$ cat src/rtl/envelope_point_interpolator_core_macros.svh
// Assertion helpers used by the envelope core controller (epi_ctrl).
`ifndef ENVELOPE_POINT_INTERPOLATOR_CORE_MACROS_SVH
`define ENVELOPE_POINT_INTERPOLATOR_CORE_MACROS_SVH

// Same-cycle implication, disabled while reset is low.
`define EPI_ASSERT_NOW(label, clk, rstn, ante, cons) \
    label: assert property (@(posedge clk) disable iff (!(rstn)) (ante) |-> (cons)) \
        else $error("epi assertion failed");

// Next-cycle implication, disabled while reset is low.
`define EPI_ASSERT_NXT(label, clk, rstn, ante, cons) \
    label: assert property (@(posedge clk) disable iff (!(rstn)) (ante) |=> (cons)) \
        else $error("epi assertion failed");

`endif

$ cat src/rtl/epi_pkg.sv
package epi_pkg;

    // Item kinds
    localparam logic [1:0] KIND_TICK    = 2'd0;
    localparam logic [1:0] KIND_RESTART = 2'd1;
    localparam logic [1:0] KIND_WRITE   = 2'd2;

    // Configuration register indexes
    localparam int unsigned CFG_IDX_W = 3;
    localparam logic [CFG_IDX_W-1:0] CFG_ENV_EN     = 3'd0;
    localparam logic [CFG_IDX_W-1:0] CFG_LOOP_EN    = 3'd1;
    localparam logic [CFG_IDX_W-1:0] CFG_SUS_EN     = 3'd2;
    localparam logic [CFG_IDX_W-1:0] CFG_LOOP_START = 3'd3;
    localparam logic [CFG_IDX_W-1:0] CFG_LOOP_END   = 3'd4;
    localparam logic [CFG_IDX_W-1:0] CFG_SUS_IDX    = 3'd5;
    localparam logic [CFG_IDX_W-1:0] CFG_PT_COUNT   = 3'd6;
    localparam int unsigned CFG_DATA_W = 4;

    // Field widths
    localparam int unsigned IDX_W   = 4;
    localparam int unsigned FRAME_W = 16;
    localparam int unsigned LEVEL_W = 7;

    // Divider: |level diff| (7b) times elapsed frames (16b)
    localparam int unsigned DIV_W   = LEVEL_W + FRAME_W;
    localparam int unsigned DIV_CNT_W = 5;

    // Table read address select
    localparam logic [1:0] RD_POS  = 2'd0;
    localparam logic [1:0] RD_POS1 = 2'd1;
    localparam logic [1:0] RD_LAST = 2'd2;
    localparam logic [1:0] RD_SUS  = 2'd3;

    // Current point update select
    localparam logic [1:0] PT_NONE = 2'd0;
    localparam logic [1:0] PT_LAST = 2'd1;
    localparam logic [1:0] PT_SUS  = 2'd2;
    localparam logic [1:0] PT_ADV  = 2'd3;

    // Level update select
    localparam logic [1:0] LV_NONE = 2'd0;
    localparam logic [1:0] LV_RD   = 2'd1;
    localparam logic [1:0] LV_NEXT = 2'd2;
    localparam logic [1:0] LV_DIV  = 2'd3;

    typedef struct packed {
        logic [1:0]         kind;
        logic [IDX_W-1:0]   point_index;
        logic [FRAME_W-1:0] point_frame;
        logic [LEVEL_W-1:0] point_level;
    } in_word_t;

    typedef struct packed {
        logic               active;
        logic [LEVEL_W-1:0] level;
        logic [IDX_W-1:0]   segment;
    } out_word_t;

    typedef struct packed {
        logic [FRAME_W-1:0] frame;
        logic [LEVEL_W-1:0] level;
    } pt_entry_t;

    typedef struct packed {
        logic       load_in;
        logic       wr_point;
        logic       restart;
        logic       pos_init;
        logic       rd_en;
        logic [1:0] rd_sel;
        logic [1:0] pt_sel;
        logic [1:0] lv_sel;
        logic       frame_from_rd;
        logic       frame_inc;
        logic       latch_a;
        logic       latch_b;
        logic       div_load;
        logic       div_step;
        logic       out_load;
    } cmd_t;

    typedef struct packed {
        logic [1:0] kind;
        logic       env_en;
        logic       loop_hit;
        logic       at_last;
        logic       sus_hit;
        logic       gap_zero;
        logic       div_last;
    } status_t;

endpackage

$ cat src/rtl/epi_ctrl.sv
`include "envelope_point_interpolator_core_macros.svh"

module epi_ctrl (
    input  logic             aclk,
    input  logic             aresetn,
    input  logic             s_valid,
    output logic             s_ready,
    input  logic             m_ready,
    output logic             m_valid,
    input  epi_pkg::status_t st,
    output epi_pkg::cmd_t    cmd
);

    localparam logic [3:0] S_IDLE     = 4'd0;
    localparam logic [3:0] S_DECODE   = 4'd1;
    localparam logic [3:0] S_LOOP_RD  = 4'd2;
    localparam logic [3:0] S_LOOP_SET = 4'd3;
    localparam logic [3:0] S_CHECK    = 4'd4;
    localparam logic [3:0] S_HOLD_LVL = 4'd5;
    localparam logic [3:0] S_ADV      = 4'd6;
    localparam logic [3:0] S_SEG      = 4'd7;
    localparam logic [3:0] S_LAST_LVL = 4'd8;
    localparam logic [3:0] S_RD_A     = 4'd9;
    localparam logic [3:0] S_RD_B     = 4'd10;
    localparam logic [3:0] S_PREP     = 4'd11;
    localparam logic [3:0] S_DIV      = 4'd12;
    localparam logic [3:0] S_FIN      = 4'd13;
    localparam logic [3:0] S_OUT      = 4'd14;

    logic [3:0] state_reg, state_next;
    logic       m_valid_reg, m_valid_next;

    assign s_ready = (state_reg == S_IDLE);
    assign m_valid = m_valid_reg;

    always_comb begin
        state_next = state_reg;
        cmd        = '0;
        unique case (state_reg)
            S_IDLE: begin
                if (s_valid) begin
                    cmd.load_in = 1'b1;
                    state_next  = S_DECODE;
                end
            end
            S_DECODE: begin
                unique case (st.kind)
                    epi_pkg::KIND_WRITE: begin
                        cmd.wr_point = 1'b1;
                        state_next   = S_OUT;
                    end
                    epi_pkg::KIND_RESTART: begin
                        cmd.restart = 1'b1;
                        state_next  = S_OUT;
                    end
                    epi_pkg::KIND_TICK: begin
                        if (st.env_en) begin
                            cmd.pos_init = 1'b1;
                            state_next   = st.loop_hit ? S_LOOP_RD : S_CHECK;
                        end else begin
                            state_next = S_OUT;
                        end
                    end
                    default: begin
                        state_next = S_OUT;
                    end
                endcase
            end
            S_LOOP_RD: begin
                cmd.rd_en  = 1'b1;
                cmd.rd_sel = epi_pkg::RD_POS;
                state_next = S_LOOP_SET;
            end
            S_LOOP_SET: begin
                cmd.frame_from_rd = 1'b1;
                state_next        = S_CHECK;
            end
            S_CHECK: begin
                cmd.rd_en = 1'b1;
                if (st.at_last) begin
                    cmd.rd_sel = epi_pkg::RD_LAST;
                    cmd.pt_sel = epi_pkg::PT_LAST;
                    state_next = S_HOLD_LVL;
                end else if (st.sus_hit) begin
                    cmd.rd_sel = epi_pkg::RD_SUS;
                    cmd.pt_sel = epi_pkg::PT_SUS;
                    state_next = S_HOLD_LVL;
                end else begin
                    cmd.rd_sel = epi_pkg::RD_POS1;
                    state_next = S_ADV;
                end
            end
            S_HOLD_LVL: begin
                cmd.lv_sel = epi_pkg::LV_RD;
                state_next = S_OUT;
            end
            S_ADV: begin
                cmd.pt_sel = epi_pkg::PT_ADV;
                state_next = S_SEG;
            end
            S_SEG: begin
                cmd.rd_en  = 1'b1;
                cmd.rd_sel = epi_pkg::RD_POS;
                state_next = st.at_last ? S_LAST_LVL : S_RD_A;
            end
            S_LAST_LVL: begin
                cmd.lv_sel    = epi_pkg::LV_RD;
                cmd.frame_inc = 1'b1;
                state_next    = S_OUT;
            end
            S_RD_A: begin
                cmd.latch_a = 1'b1;
                cmd.rd_en   = 1'b1;
                cmd.rd_sel  = epi_pkg::RD_POS1;
                state_next  = S_RD_B;
            end
            S_RD_B: begin
                cmd.latch_b = 1'b1;
                state_next  = S_PREP;
            end
            S_PREP: begin
                if (st.gap_zero) begin
                    cmd.lv_sel    = epi_pkg::LV_NEXT;
                    cmd.frame_inc = 1'b1;
                    state_next    = S_OUT;
                end else begin
                    cmd.div_load = 1'b1;
                    state_next   = S_DIV;
                end
            end
            S_DIV: begin
                cmd.div_step = 1'b1;
                if (st.div_last) begin
                    state_next = S_FIN;
                end
            end
            S_FIN: begin
                cmd.lv_sel    = epi_pkg::LV_DIV;
                cmd.frame_inc = 1'b1;
                state_next    = S_OUT;
            end
            S_OUT: begin
                if (!m_valid_reg || m_ready) begin
                    cmd.out_load = 1'b1;
                    state_next   = S_IDLE;
                end
            end
            default: begin
                state_next = S_IDLE;
            end
        endcase
    end

    always_comb begin
        m_valid_next = m_valid_reg;
        if (cmd.out_load) begin
            m_valid_next = 1'b1;
        end else if (m_ready) begin
            m_valid_next = 1'b0;
        end
    end

    always_ff @(posedge aclk) begin
        if (!aresetn) begin
            state_reg   <= S_IDLE;
            m_valid_reg <= 1'b0;
        end else begin
            state_reg   <= state_next;
            m_valid_reg <= m_valid_next;
        end
    end

    // Output word never overwritten while it is still waiting.
    `EPI_ASSERT_NOW(a_no_overwrite, aclk, aresetn, m_valid_reg && !m_ready, !cmd.out_load)
    // Accepted word always goes to decode.
    `EPI_ASSERT_NXT(a_accept_decode, aclk, aresetn, s_valid && s_ready, state_reg == S_DECODE)
    // Divider finish leads to the level update.
    `EPI_ASSERT_NXT(a_div_fin, aclk, aresetn, state_reg == S_DIV && st.div_last, state_reg == S_FIN)
    // A loaded result is presented next cycle.
    `EPI_ASSERT_NXT(a_out_valid, aclk, aresetn, cmd.out_load, m_valid_reg)

endmodule

$ cat src/rtl/epi_dp.sv
module epi_dp #(
    parameter int unsigned MAX_POINTS = 12
) (
    input  logic                                 aclk,
    input  logic                                 aresetn,
    input  logic                                 cfg_valid,
    input  logic [epi_pkg::CFG_IDX_W-1:0]        cfg_index,
    input  logic [epi_pkg::CFG_DATA_W-1:0]       cfg_data,
    input  epi_pkg::in_word_t                    s_data,
    input  epi_pkg::cmd_t                        cmd,
    output epi_pkg::status_t                     st,
    output epi_pkg::out_word_t                   m_data
);

    localparam int unsigned AW  = (MAX_POINTS > 1) ? $clog2(MAX_POINTS) : 1;
    localparam int unsigned CW  = 6;
    localparam int unsigned IW  = epi_pkg::IDX_W;
    localparam int unsigned FW  = epi_pkg::FRAME_W;
    localparam int unsigned LW  = epi_pkg::LEVEL_W;
    localparam int unsigned DW  = epi_pkg::DIV_W;
    localparam int unsigned NW  = epi_pkg::DIV_CNT_W;
    localparam logic [LW-1:0] LEVEL_MAX = '1;
    localparam logic [FW-1:0] FRAME_MAX = '1;

    // configuration
    logic          env_en_reg, loop_en_reg, sus_en_reg;
    logic [IW-1:0] loop_start_reg, loop_end_reg, sus_idx_reg, pt_count_reg;

    // envelope state
    logic [IW-1:0] cur_point_reg, pos_reg;
    logic [FW-1:0] cur_frame_reg;
    logic [LW-1:0] level_reg;

    // payload
    epi_pkg::in_word_t  item_reg;
    epi_pkg::pt_entry_t rd_data_reg;
    epi_pkg::pt_entry_t mem [MAX_POINTS];
    logic [FW-1:0]      a_frame_reg, b_frame_reg;
    logic [LW-1:0]      a_level_reg, b_level_reg;
    logic [FW-1:0]      div_rem_reg;
    logic [DW-1:0]      div_q_reg;
    logic [NW-1:0]      div_cnt_reg;
    logic               div_neg_reg;
    epi_pkg::out_word_t out_reg;

    logic [IW-1:0] count_eff, last_pt, ls_clamp, rd_idx, adv_pos;
    logic [AW-1:0] rd_addr;
    logic          wr_ok, adv;
    logic [FW-1:0] gap, elapsed;
    logic          lvl_up;
    logic [LW-1:0] dmag;
    logic [DW-1:0] prod;
    logic [FW:0]   trial;
    logic          q_bit;
    logic [FW-1:0] rem_next;
    logic [DW:0]   up_sum;
    logic [LW-1:0] div_level;

    // effective point count: zero reads as one, clamped to table depth
    always_comb begin
        count_eff = pt_count_reg;
        if (pt_count_reg == '0) begin
            count_eff = IW'(1);
        end else if ({{(CW-IW){1'b0}}, pt_count_reg} > CW'(MAX_POINTS)) begin
            count_eff = IW'(MAX_POINTS);
        end
    end
    assign last_pt  = count_eff - IW'(1);
    assign ls_clamp = (loop_start_reg > last_pt) ? last_pt : loop_start_reg;
    assign wr_ok    = ({{(CW-IW){1'b0}}, item_reg.point_index} < CW'(MAX_POINTS));

    always_comb begin
        case (cmd.rd_sel)
            epi_pkg::RD_POS:  rd_idx = pos_reg;
            epi_pkg::RD_POS1: rd_idx = pos_reg + IW'(1);
            epi_pkg::RD_LAST: rd_idx = last_pt;
            default:          rd_idx = sus_idx_reg;
        endcase
    end
    assign rd_addr = AW'(rd_idx);

    assign adv     = (rd_data_reg.frame <= cur_frame_reg);
    assign adv_pos = adv ? (pos_reg + IW'(1)) : pos_reg;

    // interpolation operands
    assign gap     = b_frame_reg - a_frame_reg;
    assign elapsed = cur_frame_reg - a_frame_reg;
    assign lvl_up  = (b_level_reg >= a_level_reg);
    assign dmag    = lvl_up ? (b_level_reg - a_level_reg) : (a_level_reg - b_level_reg);
    assign prod    = {{(DW-LW){1'b0}}, dmag} * {{(DW-FW){1'b0}}, elapsed};

    // one restoring division step
    assign trial    = {div_rem_reg, div_q_reg[DW-1]};
    assign q_bit    = (trial >= {1'b0, gap});
    assign rem_next = q_bit ? FW'(trial - {1'b0, gap}) : trial[FW-1:0];

    // signed truncating result added to the start level, clipped to level range
    assign up_sum = {1'b0, div_q_reg} + (DW+1)'(a_level_reg);
    always_comb begin
        if (div_neg_reg) begin
            div_level = (div_q_reg > DW'(a_level_reg)) ? '0
                                                         : (a_level_reg - div_q_reg[LW-1:0]);
        end else begin
            div_level = (up_sum > (DW+1)'(LEVEL_MAX)) ? LEVEL_MAX : up_sum[LW-1:0];
        end
    end

    assign st.kind     = item_reg.kind;
    assign st.env_en   = env_en_reg;
    assign st.loop_hit = loop_en_reg && (cur_point_reg >= loop_end_reg);
    assign st.at_last  = (pos_reg >= last_pt);
    assign st.sus_hit  = sus_en_reg && (pos_reg >= sus_idx_reg);
    assign st.gap_zero = (gap == '0);
    assign st.div_last = (div_cnt_reg == NW'(DW - 1));

    assign m_data = out_reg;

    // configuration and envelope state
    always_ff @(posedge aclk) begin
        if (!aresetn) begin
            env_en_reg     <= 1'b0;
            loop_en_reg    <= 1'b0;
            sus_en_reg     <= 1'b0;
            loop_start_reg <= '0;
            loop_end_reg   <= '0;
            sus_idx_reg    <= '0;
            pt_count_reg   <= IW'(1);
            cur_point_reg  <= '0;
            cur_frame_reg  <= '0;
            level_reg      <= '0;
            pos_reg        <= '0;
            div_cnt_reg    <= '0;
        end else begin
            if (cfg_valid) begin
                unique case (cfg_index)
                    epi_pkg::CFG_ENV_EN:     env_en_reg     <= cfg_data[0];
                    epi_pkg::CFG_LOOP_EN:    loop_en_reg    <= cfg_data[0];
                    epi_pkg::CFG_SUS_EN:     sus_en_reg     <= cfg_data[0];
                    epi_pkg::CFG_LOOP_START: loop_start_reg <= cfg_data;
                    epi_pkg::CFG_LOOP_END:   loop_end_reg   <= cfg_data;
                    epi_pkg::CFG_SUS_IDX:    sus_idx_reg    <= cfg_data;
                    epi_pkg::CFG_PT_COUNT:   pt_count_reg   <= cfg_data;
                    default: begin
                    end
                endcase
            end

            if (cmd.restart) begin
                cur_point_reg <= '0;
                cur_frame_reg <= '0;
                level_reg     <= '0;
            end

            if (cmd.pos_init) begin
                pos_reg <= st.loop_hit ? ls_clamp : cur_point_reg;
            end

            case (cmd.pt_sel)
                epi_pkg::PT_LAST: cur_point_reg <= last_pt;
                epi_pkg::PT_SUS:  cur_point_reg <= sus_idx_reg;
                epi_pkg::PT_ADV: begin
                    cur_point_reg <= adv_pos;
                    pos_reg       <= adv_pos;
                end
                default: begin
                end
            endcase

            case (cmd.lv_sel)
                epi_pkg::LV_RD:   level_reg <= rd_data_reg.level;
                epi_pkg::LV_NEXT: level_reg <= b_level_reg;
                epi_pkg::LV_DIV:  level_reg <= div_level;
                default: begin
                end
            endcase

            if (cmd.frame_from_rd) begin
                cur_frame_reg <= rd_data_reg.frame;
            end else if (cmd.frame_inc && (cur_frame_reg != FRAME_MAX)) begin
                cur_frame_reg <= cur_frame_reg + FW'(1);
            end

            if (cmd.div_load) begin
                div_cnt_reg <= '0;
            end else if (cmd.div_step) begin
                div_cnt_reg <= div_cnt_reg + NW'(1);
            end
        end
    end

    // payload registers
    always_ff @(posedge aclk) begin
        if (cmd.load_in) begin
            item_reg <= s_data;
        end
        if (cmd.latch_a) begin
            a_frame_reg <= rd_data_reg.frame;
            a_level_reg <= rd_data_reg.level;
        end
        if (cmd.latch_b) begin
            b_frame_reg <= rd_data_reg.frame;
            b_level_reg <= rd_data_reg.level;
        end
        if (cmd.div_load) begin
            div_q_reg   <= prod;
            div_rem_reg <= '0;
            div_neg_reg <= !lvl_up;
        end else if (cmd.div_step) begin
            div_q_reg   <= {div_q_reg[DW-2:0], q_bit};
            div_rem_reg <= rem_next;
        end
        if (cmd.out_load) begin
            out_reg.active  <= (item_reg.kind == epi_pkg::KIND_TICK) && env_en_reg;
            out_reg.level   <= level_reg;
            out_reg.segment <= cur_point_reg;
        end
    end

    // point table
    always_ff @(posedge aclk) begin
        if (cmd.wr_point && wr_ok) begin
            mem[AW'(item_reg.point_index)] <= {item_reg.point_frame, item_reg.point_level};
        end
        if (cmd.rd_en) begin
            rd_data_reg <= mem[rd_addr];
        end
    end

endmodule

$ cat src/rtl/envelope_point_interpolator_core.sv
// Flow: restart, write and disabled-tick words pass from decode to the output register;
// a tick reads the point table and, when it interpolates, runs the one-bit-per-cycle
// divider first. One word in flight; next word accepted right after.
// Reset (aresetn low, synchronous): position, frame and level cleared, configuration
// to defaults (point count 1), output empty. Point table is not cleared.
module envelope_point_interpolator_core #(
    parameter int unsigned MAX_POINTS = 12
) (
    input  logic                              aclk,
    input  logic                              aresetn,

    // configuration write channel (always ready)
    input  logic                              cfg_valid,
    output logic                              cfg_ready,
    input  logic [epi_pkg::CFG_IDX_W-1:0]     cfg_index,
    input  logic [epi_pkg::CFG_DATA_W-1:0]    cfg_data,

    // input words: tick, restart, table write
    input  logic                              s_valid,
    output logic                              s_ready,
    input  epi_pkg::in_word_t                 s_data,

    // result words, one per input word
    output logic                              m_valid,
    input  logic                              m_ready,
    output epi_pkg::out_word_t                m_data
);

    // Controller/datapath split: the FSM in epi_ctrl sequences table reads,
    // the advance decision, the multiply and the serial divide; epi_dp holds
    // the config registers, the point table (one write, one registered read
    // per cycle), the envelope state and the output word register.
    //
    // The output register decouples the two sides: a new word is taken while
    // the previous result still waits for m_ready; the FSM only stalls at its
    // final state if that result has not been taken yet.

    epi_pkg::cmd_t    cmd;
    epi_pkg::status_t st;

    // Config writes are registered directly; the user must issue them only while idle (not enforced here).
    assign cfg_ready = 1'b1;

    epi_ctrl u_ctrl (
        .aclk    (aclk),
        .aresetn (aresetn),
        .s_valid (s_valid),
        .s_ready (s_ready),
        .m_ready (m_ready),
        .m_valid (m_valid),
        .st      (st),
        .cmd     (cmd)
    );

    epi_dp #(
        .MAX_POINTS (MAX_POINTS)
    ) u_dp (
        .aclk      (aclk),
        .aresetn   (aresetn),
        .cfg_valid (cfg_valid),
        .cfg_index (cfg_index),
        .cfg_data  (cfg_data),
        .s_data    (s_data),
        .cmd       (cmd),
        .st        (st),
        .m_data    (m_data)
    );

endmodule
$ cat config.mk
export PLATFORM = sky130hd
export DESIGN_NAME = envelope_point_interpolator_core
export DESIGN_NICKNAME = d
export VERILOG_FILES = /design/src/rtl/epi_pkg.sv /design/src/rtl/epi_ctrl.sv /design/src/rtl/epi_dp.sv /design/src/rtl/envelope_point_interpolator_core.sv
export VERILOG_INCLUDE_DIRS = /design/src /design/src/rtl
export SDC_FILE = /design/constraint.sdc
export NUM_CORES = 1
export LEC_CHECK = 0
export BUFFER_PORTS_ARGS = -buffer_cell sky130_fd_sc_hd__buf_2
export CELL_PAD_IN_SITES_DETAIL_PLACEMENT = 2
export CELL_PAD_IN_SITES_GLOBAL_PLACEMENT = 2
export CORE_AREA = 2 2 240 242
export CTS_BUF_LIST = sky130_fd_sc_hd__clkbuf_8
export DETAILED_ROUTE_END_ITERATION = 7
export DIE_AREA = 0 0 242 244
export GPL_ROUTABILITY_DRIVEN = 0
export GPL_TIMING_DRIVEN = 0
export PLACE_DENSITY_LB_ADDON = 0.1
export SYNTH_ARGS = -nofsm -noshare
export SYNTH_HDL_FRONTEND = slang
export SYNTH_SLANG_ARGS = --single-unit
$ cat constraint.sdc
create_clock -name aclk -period 20.8 [get_ports aclk]
set_input_delay 3.12 -clock aclk [delete_from_list [all_inputs] [get_ports aclk]]
set_output_delay 3.12 -clock aclk [all_outputs]
set_load 0.01 [all_outputs]
# Yosys cells after proc, flatten, opt, wreduce, memory -nomap -nowiden
# Memories as Yosys holds them, arrays and structs flattened. A register that Yosys moved wholly into a read port is not among the register bits.
# Cells that the tools add are included.
dict set report op_classes {
  add_sub_neg 11
  multipliers 1
  n_lt_le_gt_ge 11
  eq_ne 35
  n_mux 61
  bitwise 1
  reduce_logical 33
}
# cell count
set op_table {}
lappend op_table {{$mux W16} 4}
lappend op_table {{$mux W4} 14}
lappend op_table {{$pmux W4 S13} 1}
lappend op_table {{$sub A16 B16 Y16} 3}
lappend op_table {{$mux W23} 2}
lappend op_table {{$mux W7} 5}
lappend op_table {{$eq A4 B4 Y1 const B} 7}
lappend op_table {{$add A23 B7 Y24} 1}
lappend op_table {{$gt A24 B7 Y1 const B} 1}
lappend op_table {{$pmux W4 S3} 2}
lappend op_table {{$gt A23 B7 Y1} 1}
lappend op_table {{$mul A7 B16 Y23} 1}
lappend op_table {{$pmux W7 S3} 1}
lappend op_table {{$sub A7 B7 Y7} 3}
lappend op_table {{$mux W1} 20}
lappend op_table {{$ge A17 B16 Y1} 1}
lappend op_table {{$add A16 B1 Y16 const B} 1}
lappend op_table {{$eq A4 B3 Y1 const B} 4}
lappend op_table {{$le A16 B16 Y1} 1}
lappend op_table {{$logic_not A16 Y1} 1}
lappend op_table {{$ne A16 B16 Y1 const B} 1}
lappend op_table {{$reduce_and A2 Y1} 7}
lappend op_table {{$eq A2 B2 Y1 const B} 6}
lappend op_table {{$ge A4 B4 Y1} 3}
lappend op_table {{35 further kinds} 62}
dict set report word_totals {
  ff_bits 187
  mem_bits_rw 276
  in_bits 41
  out_inout_bits 15
  mem_count 1
}
# memory depth width rd rd_ports_with_merged_regs write_ports line
set memory_table {}
lappend memory_table {u_dp.mem 12 23 1 1 1 epi_dp.sv:37} ;# epi_pkg::pt_entry_t mem [MAX_POINTS];

# Logic depth before layout (Yosys ltp)
# Gate-level depths: netlist of the first run.
dict set report logic_depth {
  ltp_word 9
  depth_mapped 32
  ltp_nobuf 31
}

# Hierarchy
# Synthesis of the first run repeated with hierarchy kept, for this count alone.
dict set report hier_totals {
  cells_unflattened 2189
  hier_area_um2 27108.5
}
# module n_inst cells_each area_per_inst_um2
set modules_own_cells {}
lappend modules_own_cells {epi_dp 1 2089 26420.3}
lappend modules_own_cells {epi_ctrl 1 98 676.9}
lappend modules_own_cells {envelope_point_interpolator_core 1 2 11.3}

# Least setup slack after synthesis of the first run
# No wires, ideal clock.
dict set report synth_path {
  kind {flip-flop to flip-flop}
  startpoint {register u_dp.a_level_reg[1]}
  endpoint {register u_dp.div_q_reg[19] (data pin)}
  setup_time_ps 152
  t_arrival_ps 7492
  required_ps 20648
  setup_slack_ps 13156
  path_stages_with_launch 29
  path_buffers 1
  synth_period_minus_slack_ps 7644
  path_cell_list {edfxtp_1 -> ha_1 -> nor2b_1 -> o21ai_0 -> a31oi_1 -> o21ai_0 -> a21oi_1 -> nor2_1 -> mux2_2 -> a311o_1 -> xnor2_1 -> clkbuf_1 -> nor2_1 -> fa_1 -> fa_1 -> fa_1 -> inv_1 -> fa_1 -> inv_1 -> ha_1 -> a21o_1 -> nor3_1 -> o21a_1 -> o311ai_0 -> and3_1 -> o21a_1 -> o21ai_0 -> or3b_2 -> o21ai_0}
}
dict set report synth_between {
  elab_chain_cells 4
}
# item line
set synth_rtl {}
lappend synth_rtl {{start: declaration} epi_dp.sv:39} ;# logic [LW-1:0] a_level_reg, b_level_reg;
lappend synth_rtl {{start signal: assignment} epi_dp.sv:198} ;# a_level_reg <= rd_data_reg.level;
lappend synth_rtl {{$sub A7 B7 Y7 or $ge A7 B7 Y1 (tied branches)} {epi_dp.sv:89, epi_dp.sv:88}}
lappend synth_rtl {{$mux W7 (*)} epi_dp.sv:89} ;# assign dmag = lvl_up ? (b_level_reg - a_level_reg) : (a_level_reg - b_level_reg);
lappend synth_rtl {{$mul A7 B16 Y23 (*)} epi_dp.sv:90} ;# assign prod = {{(DW-LW){1'b0}}, dmag} * {{(DW-FW){1'b0}}, elapsed};
lappend synth_rtl {{$mux W23 (*)} epi_dp.sv:204} ;# if (cmd.div_load) begin
lappend synth_rtl {{end signal: assignment} epi_dp.sv:205} ;# div_q_reg <= prod;
lappend synth_rtl {{end signal: assignment} epi_dp.sv:209} ;# div_q_reg <= {div_q_reg[DW-2:0], q_bit};
lappend synth_rtl {{end: declaration} epi_dp.sv:41} ;# logic [DW-1:0] div_q_reg;
# Every way passes the cells marked *; elsewhere a longest branch is shown, timed or not.
# A chain may end at the register's enable or synchronous reset.

# Worst setup path in the final report of the first run
dict set report layout_path {
  startpoint {register u_dp.a_level_reg[1]}
  endpoint {register u_dp.div_q_reg[20] (data pin)}
}
# The elaborated chain is that of the path after synthesis.

==> results.md, run 1 <==
- Status: finished, final reports clean
- Logic pwr share: 53.6%
- Initial antenna violation count: 4
- Arr. time, crit path: 9.83 ns
- Crit end category: flop
- Worst Hold Launch: u_dp.level_reg[0]$_SDFFE_PN0P_
- Async SR Flop Fraction: 0%
- Clk slew on worst S/H paths: around 0.06 ns
- Post-DP HPWL: 70.2 mm
- Synth Instances: 2407
- Setup bufs post-CTS: 0
- Vias in the first global route: 24.5k
- Syn Std Cell Area: 27500 um^2
- Root buffer cell: clkbuf_8
- P_int: 2640 uW
- M1 WL: 39.5 mm
- Final Cycle Share: between 40% and 50%
- Most frequent cell after synthesis: edfxtp_1
- Die height: 244 um
- Power Dens Cells: approximately 160 nW/um^2
- Area of the core: 56200 um^2
- I/O pins: 56
- Nets: around 2.8k
- Post_cts resized: 0
- Max Fclk: 0.106 GHz
- Share of cells above drive strength 1: 11.7%
- DR vias: 21.9k
- Clock Power Share: approximately a fifth
- DIE AREA: 59000 um^2
- Yosys reg bits: 486
- Flop pwr share: 27.0%
- Critical path class: flop to flop
- DRT iter0 DRCs: 1818
- CP Data Required Time: 21.20 ns
- Horiz. Die Dim: 242 um
- Met2 Wirelength: 55.1 mm
- Reg2reg setup slack: 11.38 ns
- Psw: 2250 uW
- Top sig layer: met5
- Top post-synthesis cells by area: edfxtp_1 (45%), ha_1 (7.2%), dfxtp_1 (5.5%)
- Worst setup SP type: flop
- Share of the synthesized area in the top cell type: 44.7%
- Final setup viols: 0
- Reg2reg path depth: 28
- CP peak stage delay: around 0.7 ns
- Worst slew pin tran: 1.43 ns
- Pleak: about 0.012 uW
- Vias per std cell: 6.48
- Worst skew pair latency: approximately 0.72 ns
- Critical path fanouts, max: 10
- # DRC: 0
- CTS tree: yes
- FP Rows: a little under 90
- Hold-critical path depth: 0
- Worst reg2reg path endpoint: u_dp.div_q_reg[20]$_DFFE_PP_
- H-tree Lvls: 3
- Hold EP: u_dp.m_data[4]$_DFFE_PP_
- Reg2reg start: u_dp.a_level_reg[1]$_DFFE_PP_
- Layout Area Growth over Synthesis: 11.2%
- DR WL met3: 5.69 mm
- Main synth FF type: edfxtp_1
- Final Routed Wirelength: ~110 mm
- Top post-synthesis cells by count: edfxtp_1 (410), nor2_1 (220), inv_1 (188)
- Hold_ws: 0.447 ns
- I/O Buffers: 51
- Final setup TNS: 0 ns
- Wirelength per Cell: approximately 32 um
- Layout Skew: roughly 0.047 ns
- Ys Warns: 0
- Switching portion of total power: 45.9%
- Worst hold path class: flop to flop
- RSZ-0062 raised after global routing: no
- Crit path time final: 9.42 ns
- Max Slew Vio Count: 0
- Initial Util: 49.0%
- Largest register FFs: 276
- Drt first pass iters: 5
- Max rail drop VDD: 0.000198 V
- Syn Nets: roughly 2.7k
- Slowest cell on crit path: xnor2_1
- Area leader, netlist: edfxtp_1
- Worst rel slew slack: 4.52%
- GRT Overall Usage: 36.2%
- ANT nets after route: 0
- Post-synth EDFFs: 410
- Final hold violations: 0
- Largest net degree at the start of global routing: 30
- Number of max-cap violations: 0
- First-pass GRT wire length: approximately 160 mm
- CTS sink count: 486
- Total congestion overflow: 0
- CTS max path bufs: 3
- Hold Buf Count CTS: 0
- Mean post-synth cell area: 11.4 um^2
- Synth unique cells: slightly above 80
- Sequential share of the synthesized area: around 50%
- Total CTS buffers: 83
-- area by class of cell --
type,count,area [um^2]
diodes,1,2.50
plain buffers,88,388
clock buffers,86,1180
clock inverters,66,505
fillers,5508,25600
inverters,188,706
multi-input cells,1645,12700
flip-flops and latches,486,13800
well taps,756,946
repair buffers,60,360
-- metrics by stage --
step / utilization (%) / cell area, um^2 / setup slack [ns] / total power, uW / cells
4_1_cts: 54.5 / 30600 / 11.39 / 4890 / 3375
3_5_place_dp: 51.5 / 28900 / 11.43 / 3900 / 3223
2_1_floorplan: - / 27500 / 13.16 / 3050 / 2407
3_3_place_gp: 51.1 / 28700 / 11.71 / 3730 / 3214
5_1_grt: 54.5 / 30600 / 10.74 / 5210 / 3376
6_report: 54.5 / 30600 / 11.38 / 4890 / 3376
-- per-layer routing --
layer,GRT usage [%],vias to the layer above
met5,0,-
met4,19.0,6
met3,5.82,353
met2,65.6,965
met1,41.0,11333
li1,-,9215
-- critical path, delay by kind of cell (launching register included) --
kind	cells	cell delay (ns)
adder cells (fa/ha/maj)	6	2.93
AND/OR/NAND/NOR	5	1.07
buffers and inverters	3	0.62
XOR/XNOR	2	1.03
AO/OA/AOI/OAI	11	2.45
flip-flops	1	0.56
multiplexers	1	0.44
-- layout by cell type, fill, tap and decap left out, types with 36 or more instances in the layout --
master    instances
a211oi_1         46
a21oi_1         101
and3_1           44
buf_2            73
clkbuf_1         57
clkbuf_8         86
dfxtp_1          76
edfxtp_1        410
fa_1             76
ha_1            158
inv_1           219
mux2_2           40
mux2i_1          87
nand2_1         128
nand3_1          91
nor2_1          211
o211ai_1         42
o21ai_0         106
xnor2_1          36
-- power by group through the flow --
stage	registers [uW]	clock network (uW)	logic (uW)
4_1_cts	1310	952	2620
5_1_grt	1320	985	2900
6_report	1320	947	2620
3_5_place_dp	1330	0	2570
3_3_place_gp	1320	0	2410
2_1_floorplan	1260	0	1790
-- how the worst max path moves through the flow --
stage / startpoint / to / slack [ns] / cells after the start
after floorplan: u_dp.a_level_reg[1]$_DFFE_PP_ / u_dp.div_q_reg[19]$_DFFE_PP_ / 13.16 / 28
after global placement: u_dp.a_level_reg[1]$_DFFE_PP_ / u_dp.div_q_reg[19]$_DFFE_PP_ / 11.71 / 28
after detailed placement: u_dp.a_level_reg[1]$_DFFE_PP_ / u_dp.div_q_reg[20]$_DFFE_PP_ / 11.43 / 28
after CTS: u_dp.a_level_reg[1]$_DFFE_PP_ / u_dp.div_q_reg[20]$_DFFE_PP_ / 11.39 / 28
after global routing: u_dp.a_level_reg[1]$_DFFE_PP_ / u_dp.div_q_reg[19]$_DFFE_PP_ / 10.74 / 28
final: u_dp.a_level_reg[1]$_DFFE_PP_ / u_dp.div_q_reg[20]$_DFFE_PP_ / 11.38 / 28
-- logic make-up after synthesis --
family	after synthesis	share of synthesized area, %
adders and majority gates	234	12.7
and+or+nand+nor	693	12.4
AOI/OAI and AO/OA	514	12.7
xor gates and xnor gates	61	1.94
DFF	486	50.3
muxes	142	6.00
other	1	0.0136
buffers and inverters	276	3.97
Power figures use the tool's default switching activity.
==> inputs of run 2 (changes only) <==
- CORE_AREA: 2 2 240 242 -> 2 2 251 253
- DIE_AREA: 0 0 242 244 -> 0 0 253 255
- clock period: 20.8 -> 9 ns (I/O delays scaled with it)
==> results.md, run 2 (same netlist as run 1, synthesis figures left out) <==
- Pwr Total: 11000 uW (+120%)
- Commonest cells after routing, fill and taps aside: edfxtp_1 (410), nor2_1 (210), inv_1 (208), ha_1 (158), nand2_1 (128)
- I/O Buffers: 51 (unchanged)
- Final Routed Wirelength: 92.7 mm (-13%)
- Worst skew pair latency: 0.75 ns (+0.03 ns)
- Clk slew on worst S/H paths: 0.06 ns (about the same)
- Most frequent cell on the critical path: fa_1
- FP Rows: 92 (+5.7%)
- Wirelength per Cell: 27.1 um (-14%)
- Max Slew Vio Count: 0 (unchanged)
- Horiz. Die Dim: 253 um (+4.5%)
- CTS sink count: 486 (unchanged)
- Post-DP HPWL: 69.2 mm (-1.3%)
- Filler cells: 6184 (+12%)
- Worst hold path class: flop to flop
- Final core utilization: 49.4% (-5.1 points)
- Largest register FFs: 276 (unchanged)
- CTS max path bufs: 3 (unchanged)
- Worst setup SP type: flop
- Area of the core: 62200 um^2 (+11%)
- Max Fclk: 0.115 GHz (+8.8%)
- # DRC: 0 (unchanged)
- CP peak stage delay: 0.56 ns (-0.13 ns)
- Final hold violations: 0 (unchanged)
- Post-route design area: 30700 um^2 (+0.34%)
- DIE AREA: 64500 um^2 (+9.3%)
- CTS tree: yes
- Initial antenna violation count: 2 (-2)
- Commonest non-fill, non-tap cell in the layout: edfxtp_1
- Die height: 255 um (+4.5%)
- Multi-input logic area: 12700 um^2 (+0.33%)
- Final setup viols: 0 (unchanged)
- Total CTS buffers: 86 (+3.6%)
- Power Dens Cells: 357 nW/um^2 (+120%)
- Final Cycle Share: 96.2% (+51 points)
- Share of cells above drive strength 1: 12.3% (+0.60 points)
- Number of max-cap violations: 0 (unchanged)
- Layout Skew: 0.0500 ns (+0.00292 ns)
- Largest net degree at the start of global routing: 30 (unchanged)
- Setup bufs post-CTS: 0 (unchanged)
- Final setup TNS: 0 ns (unchanged)
- Vias in the first global route: 23.0k (-6.3%)
- Placed cell areas: 29000 um^2 (+0.37%)
- Drt first pass iters: 5 (unchanged)
- Arr. time, crit path: 9.19 ns (-0.64 ns)
- I/O pins: 56 (unchanged)
- Critical path class: flop to flop
- Initial Util: 44.3% (-4.7 points)
- Pleak: 0.0117 uW (about the same)
- First-pass GRT wire length: 140 mm (-13%)
- Root buffer cell: clkbuf_8
- Crit end category: flop
- Critical path fanouts, max: 10 (unchanged)
- Nets: 2834 (+0.25%)
- Vias per std cell: 5.99 (-7.5%)
- Layout Area Growth over Synthesis: 11.6%
- Max rail drop VDD: 0.000316 V (+59%)
- DRT iter0 DRCs: 1159 (-36%)
- Crit path time final: 8.66 ns (-0.760 ns)
- Hold_ws: 0.452 ns (+0.00436 ns)
- CP Data Required Time: 9.53 ns (-11.67 ns)
- Register area: 13800 um^2 (unchanged)
- Total congestion overflow: 0 (unchanged)
- ANT nets after route: 0 (unchanged)
- Status: finished, final reports clean
- GRT Overall Usage: 28.9% (-7.3 points)
- DR vias: 20.5k (-6.3%)
- Worst rel slew slack: 7.37% (+2.8 points)
- H-tree Lvls: 3 (unchanged)
- Worst slew pin tran: 1.39 ns (-0.0426 ns)
- Slowest cell on crit path: edfxtp_1
run 2: changes by cell type in the layout (fill, tap and decap cells not counted), moves of 3 or more:
| cell | before | now |
|---|---|---|
| bufinv_16 | 7 | 2 |
| clkinv_2 | 8 | 18 |
| inv_1 | 219 | 208 |
| xnor2_1 | 36 | 33 |
| clkinv_1 | 13 | 16 |
| inv_12 | 0 | 3 |
run 2: critical path: cells and delay by family, from the launching register on:
| kind | cells | cell delay (ns) |
|---|---|---|
| adder cells (fa/ha/maj) | 6 | 2.87 |
| AO/OA/AOI/OAI | 10 | 2.42 |
| AND/OR/NAND/NOR | 7 | 1.44 |
| flip-flops | 1 | 0.56 |
| buffers and inverters | 3 | 0.46 |
| multiplexers | 1 | 0.43 |
| XOR/XNOR | 1 | 0.30 |
run 2: per-stage QoR:
stage | setup WS (ns) | cells
2_1_floorplan | 1.36 | 2407
3_3_place_gp | -0.0577 | 3257
3_5_place_dp | -0.375 | 3269
4_1_cts | 0.0321 | 3420
5_1_grt | -0.00793 | 3422
6_report | 0.339 | 3422
run 2: where the power goes:
group	switching [uW]	internal, uW	total, uW
Sequential	272	2770	3040
Clock	1010	992	2000
Combinational	3670	2240	5910
run 2: cell type report:
| type | instances | share of cell area (%) |
|---|---|---|
| clock inverters | 63 | 1.32 |
| clock buffers | 88 | 3.94 |
| flip-flops and latches | 486 | 45.1 |
| well taps | 799 | 3.26 |
| diodes | 1 | 0.00815 |
| inverters | 188 | 2.30 |
| multi-input cells | 1645 | 41.4 |
| repair buffers | 64 | 1.44 |
| plain buffers | 88 | 1.27 |
run 2: final timing paths:
| path | startpoint | to | slack [ns] | cells past startpoint |
|---|---|---|---|---|
| hold / removal | u_dp.level_reg[6]$_SDFFE_PN0P_ | u_dp.m_data[10]$_DFFE_PP_ | 0.45 | 0 |
| setup reg to reg | u_dp.a_level_reg[1]$_DFFE_PP_ | u_dp.div_q_reg[19]$_DFFE_PP_ | 0.34 | 28 |
| setup / recovery | u_dp.a_level_reg[1]$_DFFE_PP_ | u_dp.div_q_reg[19]$_DFFE_PP_ | 0.34 | 28 |
| hold reg to reg | u_dp.level_reg[6]$_SDFFE_PN0P_ | u_dp.m_data[10]$_DFFE_PP_ | 0.45 | 0 |
run 2: per-layer routing:
layer | track usage, % | share of wire, % | vias up
met5 | 0 | 0.0086 | -
met4 | 14.0 | 4.9 | 2
met3 | 3.92 | 3.4 | 219
met2 | 54.1 | 53 | 483
met1 | 32.2 | 39 | 10567
li1 | - | - | 9230
run 2: what timing repair did:
action | 4_1_cts | 5_1_grt
gates resized for setup | 2 | 6
setup endpoints to repair | 5 | 4
gates cloned | 0 | 0
hold buffers | 0 | 0
